<file path="config.mk">
export PLATFORM = sky130hd
export DESIGN_NAME = gacm_cell
export DESIGN_NICKNAME = d
export VERILOG_FILES = /design/src/rtl/core/greedy_ancestry_consistent_matching_core_macros.svh /design/src/rtl/core/gacm_pkg.sv /design/src/rtl/core/gacm_cell.sv
export SDC_FILE = /design/constraint.sdc
export NUM_CORES = 1
export LEC_CHECK = 0
export BUFFER_PORTS_ARGS = -buffer_cell sky130_fd_sc_hd__buf_2
export CAP_MARGIN = 20
export CORE_MARGIN = 1.5
export CORE_UTILIZATION = 45
export CTS_CLUSTER_DIAMETER = 150
export DETAILED_ROUTE_END_ITERATION = 10
export GPL_ROUTABILITY_DRIVEN = 1
export GPL_TIMING_DRIVEN = 1
export PLACE_DENSITY = 0.73
export SLEW_MARGIN = 10
export SYNTH_ARGS = -nofsm -noshare
export SYNTH_HDL_FRONTEND = slang
export SYNTH_SLANG_ARGS = --single-unit
</file>
<file path="constraint.sdc">
create_clock -name clk -period 2 [get_ports clk]
set_input_delay 0.4 -clock clk [delete_from_list [all_inputs] [get_ports clk]]
set_output_delay 0.4 -clock clk [all_outputs]
set_load 0.05 [all_outputs]
</file>
<file path="src/rtl/core/greedy_ancestry_consistent_matching_core_macros.svh">
// assertion macros for the matching core
`ifndef GREEDY_ANCESTRY_CONSISTENT_MATCHING_CORE_MACROS_SVH
`define GREEDY_ANCESTRY_CONSISTENT_MATCHING_CORE_MACROS_SVH

// pre holds in a cycle, post holds in the same cycle
`define GACM_ASSERT_NOW(lbl, pre, post) \
  lbl: assert property (@(posedge clk) disable iff (rst) (pre) |-> (post)) \
    else $error("gacm check failed");

// pre holds in a cycle, post holds in the next one
`define GACM_ASSERT_NEXT(lbl, pre, post) \
  lbl: assert property (@(posedge clk) disable iff (rst) (pre) |=> (post)) \
    else $error("gacm check failed");

`endif

</file>
<file path="src/rtl/core/gacm_pkg.sv">
package gacm_pkg;

  localparam int NODE_SLOTS    = 32;
  localparam int NODE_W        = 5;
  localparam int CELL_W        = 10;
  localparam int WEIGHT_W      = 24;
  localparam int TOTAL_W       = 28;
  localparam int CFG_W         = 6;
  localparam int DEF_MAX_NODES = 32;

  typedef enum logic [1:0] {
    MODE_EDGE_FIRST  = 2'd0,
    MODE_EDGE_SECOND = 2'd1,
    MODE_WEIGHT      = 2'd2,
    MODE_RUN         = 2'd3
  } mode_t;

  typedef enum logic {
    REG_NODES_FIRST  = 1'b0,
    REG_NODES_SECOND = 1'b1
  } reg_index_t;

  typedef enum logic [2:0] {
    S_CLEAR,
    S_IDLE,
    S_CLOSE,
    S_SCAN,
    S_DRAIN,
    S_APPEND,
    S_SUMMARY
  } state_t;

  typedef struct packed {
    mode_t                      mode;
    logic [NODE_W-1:0]          first_index;
    logic [NODE_W-1:0]          second_index;
    logic signed [WEIGHT_W-1:0] weight;
  } cmd_t;

  typedef struct packed {
    logic               kind;
    logic [NODE_W-1:0]  row;
    logic [NODE_W-1:0]  col;
    logic [TOTAL_W-1:0] total_weight;
    logic               last;
  } result_t;

  // candidate pair moving down the cell chain
  typedef struct packed {
    logic                       valid;
    logic                       ok;
    logic [NODE_W-1:0]          row;
    logic [NODE_W-1:0]          col;
    logic signed [WEIGHT_W-1:0] weight;
  } cand_t;

  typedef struct packed {
    logic                  clear;
    logic                  load;
    logic [NODE_W-1:0]     row;
    logic [NODE_W-1:0]     col;
    logic [NODE_SLOTS-1:0] row_first;
    logic [NODE_SLOTS-1:0] col_first;
    logic [NODE_SLOTS-1:0] row_second;
    logic [NODE_SLOTS-1:0] col_second;
  } cell_load_t;

  typedef struct packed {
    logic                  edge_we;
    logic [NODE_W-1:0]     parent;
    logic [NODE_W-1:0]     child;
    logic                  init;
    logic                  step_en;
    logic [NODE_W-1:0]     step_k;
    logic [NODE_SLOTS-1:0] mask;
    logic [NODE_W-1:0]     sel;
  } graph_ctl_t;

endpackage

</file>
<file path="src/rtl/core/gacm_cell.sv">
module gacm_cell
  import gacm_pkg::*;
(
  input  logic       clk,
  input  logic       rst,
  input  cell_load_t ld,
  input  cand_t      cand_in,
  output cand_t      cand_out
);

  logic                  valid;
  logic [NODE_W-1:0]     row;
  logic [NODE_W-1:0]     col;
  logic [NODE_SLOTS-1:0] row_first;
  logic [NODE_SLOTS-1:0] col_first;
  logic [NODE_SLOTS-1:0] row_second;
  logic [NODE_SLOTS-1:0] col_second;
  logic                  a_ij, a_ji, a_xy, a_yx, cons;

  always_comb begin
    a_ij = col_first[cand_in.row];
    a_ji = row_first[cand_in.row];
    a_xy = col_second[cand_in.col];
    a_yx = row_second[cand_in.col];
    cons = (cand_in.row != row) && (cand_in.col != col) &&
           ((a_ij | a_ji) == (a_xy | a_yx)) && (a_ij == a_xy);
  end

  always_ff @(posedge clk) begin
    if (rst || ld.clear) begin
      valid <= 1'b0;
    end else if (ld.load) begin
      valid <= 1'b1;
    end
  end

  always_ff @(posedge clk) begin
    if (ld.load) begin
      row        <= ld.row;
      col        <= ld.col;
      row_first  <= ld.row_first;
      col_first  <= ld.col_first;
      row_second <= ld.row_second;
      col_second <= ld.col_second;
    end
  end

  always_ff @(posedge clk) begin
    if (rst) begin
      cand_out.valid <= 1'b0;
    end else begin
      cand_out.valid <= cand_in.valid;
    end
    cand_out.ok     <= cand_in.ok & (~valid | cons);
    cand_out.row    <= cand_in.row;
    cand_out.col    <= cand_in.col;
    cand_out.weight <= cand_in.weight;
  end

endmodule

</file>
==> metrics <==
run status completed; Worst Hold End cand_out[16]; Post-CTS Resized 0; Setup TNS Final 0 ns; Critical Path End Type flop; Mapped Area between 6000 and 7000 um^2; Synth Instances 360; # H-tree levels 4; Cell variety after synth 33; Detailed Routing Iterations Pass 1 4; clock sink count 175; antenna violations before repair 1; syn nets 538; f_max 0.654 GHz; # DRC 0; placed cell area 7620 um^2; sequential power share 51.8%; top cell type's share of synthesized area around two thirds; Post-synth EDFFs about 140; crit start category flop; FF-to-FF setup slack 0.47 ns; I/O pins 214; RSZ-0062 raised after global routing false; clock power share 38.7%; number of buffers created by CTS 17; Post-CTS Hold Fix Bufs 0; fraction of registers with async set/reset 0%; Yosys reg bits 175; largest area contributor in the netlist edfxtp_1; Sw Share 22.2%; Clock Tree Root clkbuf_16; count leader, synth edfxtp_1; Die W 121 um; Worst-path clk slew 0.06 ns; Max VDD drop 0.836 mV; Worst EP arrival 1.89 ns; drt total wl between 10000 and 15000 um; via density per instance 4.93; clock period minus worst slack 1.53 ns; WL/cell around 17 um; Crit Reg-Reg Startpoint row_second[12]; first-pass GRT wire length 19900 um; P_int 6.44 mW; Vias just under 4000; # Post-CTS Setup Buffers 0; Initial Util 45.7%; Seq/Total Area, Yosys 77.5%; fin crit share 76.4%; Switch Pwr between 1.5 and 2 mW; layout cell share with drive strength beyond 1 42.1%; Final Max Tran Viols 0; Worst R2R Path Depth 7; CP required 2.36 ns; Multi-input gate area 1290 um^2; number of port buffers about 210; worst-path fanout max 1; Design Area, Final between 8000 and 9000 um^2; ranking of synthesized cells by area edfxtp_1 (66%), dfxtp_1 (12%), mux2i_1 (10%); Hold Path Depth 1; Setup-failing EPs final 0; Routed Antenna Nets 0; met1 Use GR 21.9%; layout overhead on the synthesized area 30.2%; Lkg Pwr 3.46 nW; Worst R2R End cand_out[34]; CTS max path bufs 2; Clock Latency Late Sink approximately 0.42 ns; antenna cells 0; hold path startpoint cand_in[16]; largest net degree at the start of global routing 46; ys flop type edfxtp_1; Fin. Hold Viols 0; number of synthesis warnings 0; die height 121 um; Final HPWL DP 9860 um; Slew headroom 60.5%; maxcap violations 0; fill count ~1100; total track usage 18.5%; Final GP Congestion 0.820; grt total ovfl 0; grt peak-use layer met2; Tightest Pin Transition 0.592 ns; Syn Area/Cell 17.5 um^2; Combinational Power Share 9.4%; FP Rows 43; post-layout net count 764; top cells by count, synth edfxtp_1 (138), mux2i_1 (64), dfxtp_1 (37); M2 GR Usage 30.7%; GR Layer Usage met3 7.47%; class of the worst hold path in -> reg; Reg area 4880 um^2; vias in the first global route 3958; area of the die 14700 um^2; critical path type reg -> reg; cell area power density approximately 1000 nW/um^2; Fin Clk Skew 0.00338 ns; core area approximately 14000 um^2; First DRT Iteration DRCs 219; CTS tree built
==> power groups by stage <==
stage                     combinational [mW]  clock (mW)  sequential (mW)
after global placement                 0.773           0             4.36
after floorplan                        0.277           0             4.49
final                                  0.781        3.21             4.29
after CTS                              0.793        3.28             4.29
after global routing                   0.848        3.42             4.31
after detailed placement               0.791           0             4.37
==> metal layers <==
layer,vias up,routed length [um]
li1,1839,-
met1,1803,5360
met2,182,6600
met3,18,1210
met4,2,135
met5,-,11
==> stage by stage <==
| step | hold WS, ns | setup WS, ns | total power [mW] | std cells | utilization [%] |
|---|---|---|---|---|---|
| floorplan | 0.428 | 0.348 | 4.77 | 360 | - |
| global placement | 0.502 | 0.0494 | 5.13 | 747 | 55.3 |
| detailed placement | 0.504 | 0.0406 | 5.16 | 747 | 55.3 |
| CTS | 0.0520 | 0.418 | 8.36 | 779 | 59.5 |
| global route | 0.0493 | 0.267 | 8.58 | 779 | 59.5 |
| finish | 0.0692 | 0.472 | 8.28 | 779 | 59.5 |
==> sequential cells by signal, summed over array words and instances, names as in the netlist <==
register    flops
cand_out       36
col_first      32
col_second     32
row_first      32
row_second     32
col             5
row             5
valid           1
==> worst max-delay path, cell delays in order, from the launching register on <==
cell and delay [ns]:
edfxtp_1 0.38, mux2i_1 0.18, a22oi_1 0.11, and3_1 0.17, a31oi_1 0.13, o211ai_1 0.17
xor2_1 0.20, o21ai_1 0.13
==> cells in the final DEF (no fill, tap or decap), types with 2 or more instances in the layout <==
| cell | n |
|---|---|
| buf_2 | 212 |
| edfxtp_1 | 138 |
| mux2i_1 | 64 |
| dfxtp_1 | 37 |
| a22oi_1 | 23 |
| nand2_1 | 18 |
| clkbuf_16 | 17 |
| nand3_1 | 12 |
| a31oi_1 | 7 |
| buf_12 | 7 |
| nor2b_1 | 6 |
| nor2_1 | 6 |
| xor2_1 | 6 |
| xnor2_1 | 5 |
| nand2b_1 | 4 |
| clkinvlp_4 | 3 |
| clkbuf_1 | 3 |
| or2_2 | 2 |
| o211ai_1 | 2 |
| nor3_1 | 2 |
| o21ai_0 | 2 |
| inv_1 | 2 |
| clkbuf_8 | 2 |
| bufinv_16 | 2 |
| clkinv_2 | 2 |
| clkinv_4 | 2 |
| buf_4 | 2 |
==> layout make-up <==
cell class | count | area share, %
Clock buffer | 22 | 5.66
Multi-Input combinational cell | 169 | 15.7
Clock inverter | 10 | 1.39
Tap cell | 180 | 2.75
Sequential cell | 175 | 59.6
Inverter | 2 | 0.0915
Timing Repair Buffer | 221 | 14.8
==> how the worst max path moves through the flow <==
stage	from	end	slack (ns)	cells past startpoint
2_1_floorplan	cand_in[26]	cand_out[34]	0.35	9
3_3_place_gp	cand_in[26]	cand_out[34]	0.05	9
3_5_place_dp	cand_in[26]	cand_out[34]	0.04	9
4_1_cts	row_second[12]	cand_out[34]	0.42	7
5_1_grt	row_second[12]	cand_out[34]	0.27	7
6_report	row_second[12]	cand_out[34]	0.47	7
==> logic make-up after synthesis <==
family                 count (synthesis)  synth area share (%)
AND/OR/NAND/NOR                       53                  4.05
XOR/XNOR                              11                  1.53
buffers and inverters                 16                  2.01
multiplexers                          64                  10.2
AO/OA/AOI/OAI                         41                  4.71
flip-flops                           175                  77.5
(Power assumes the default switching activity.)
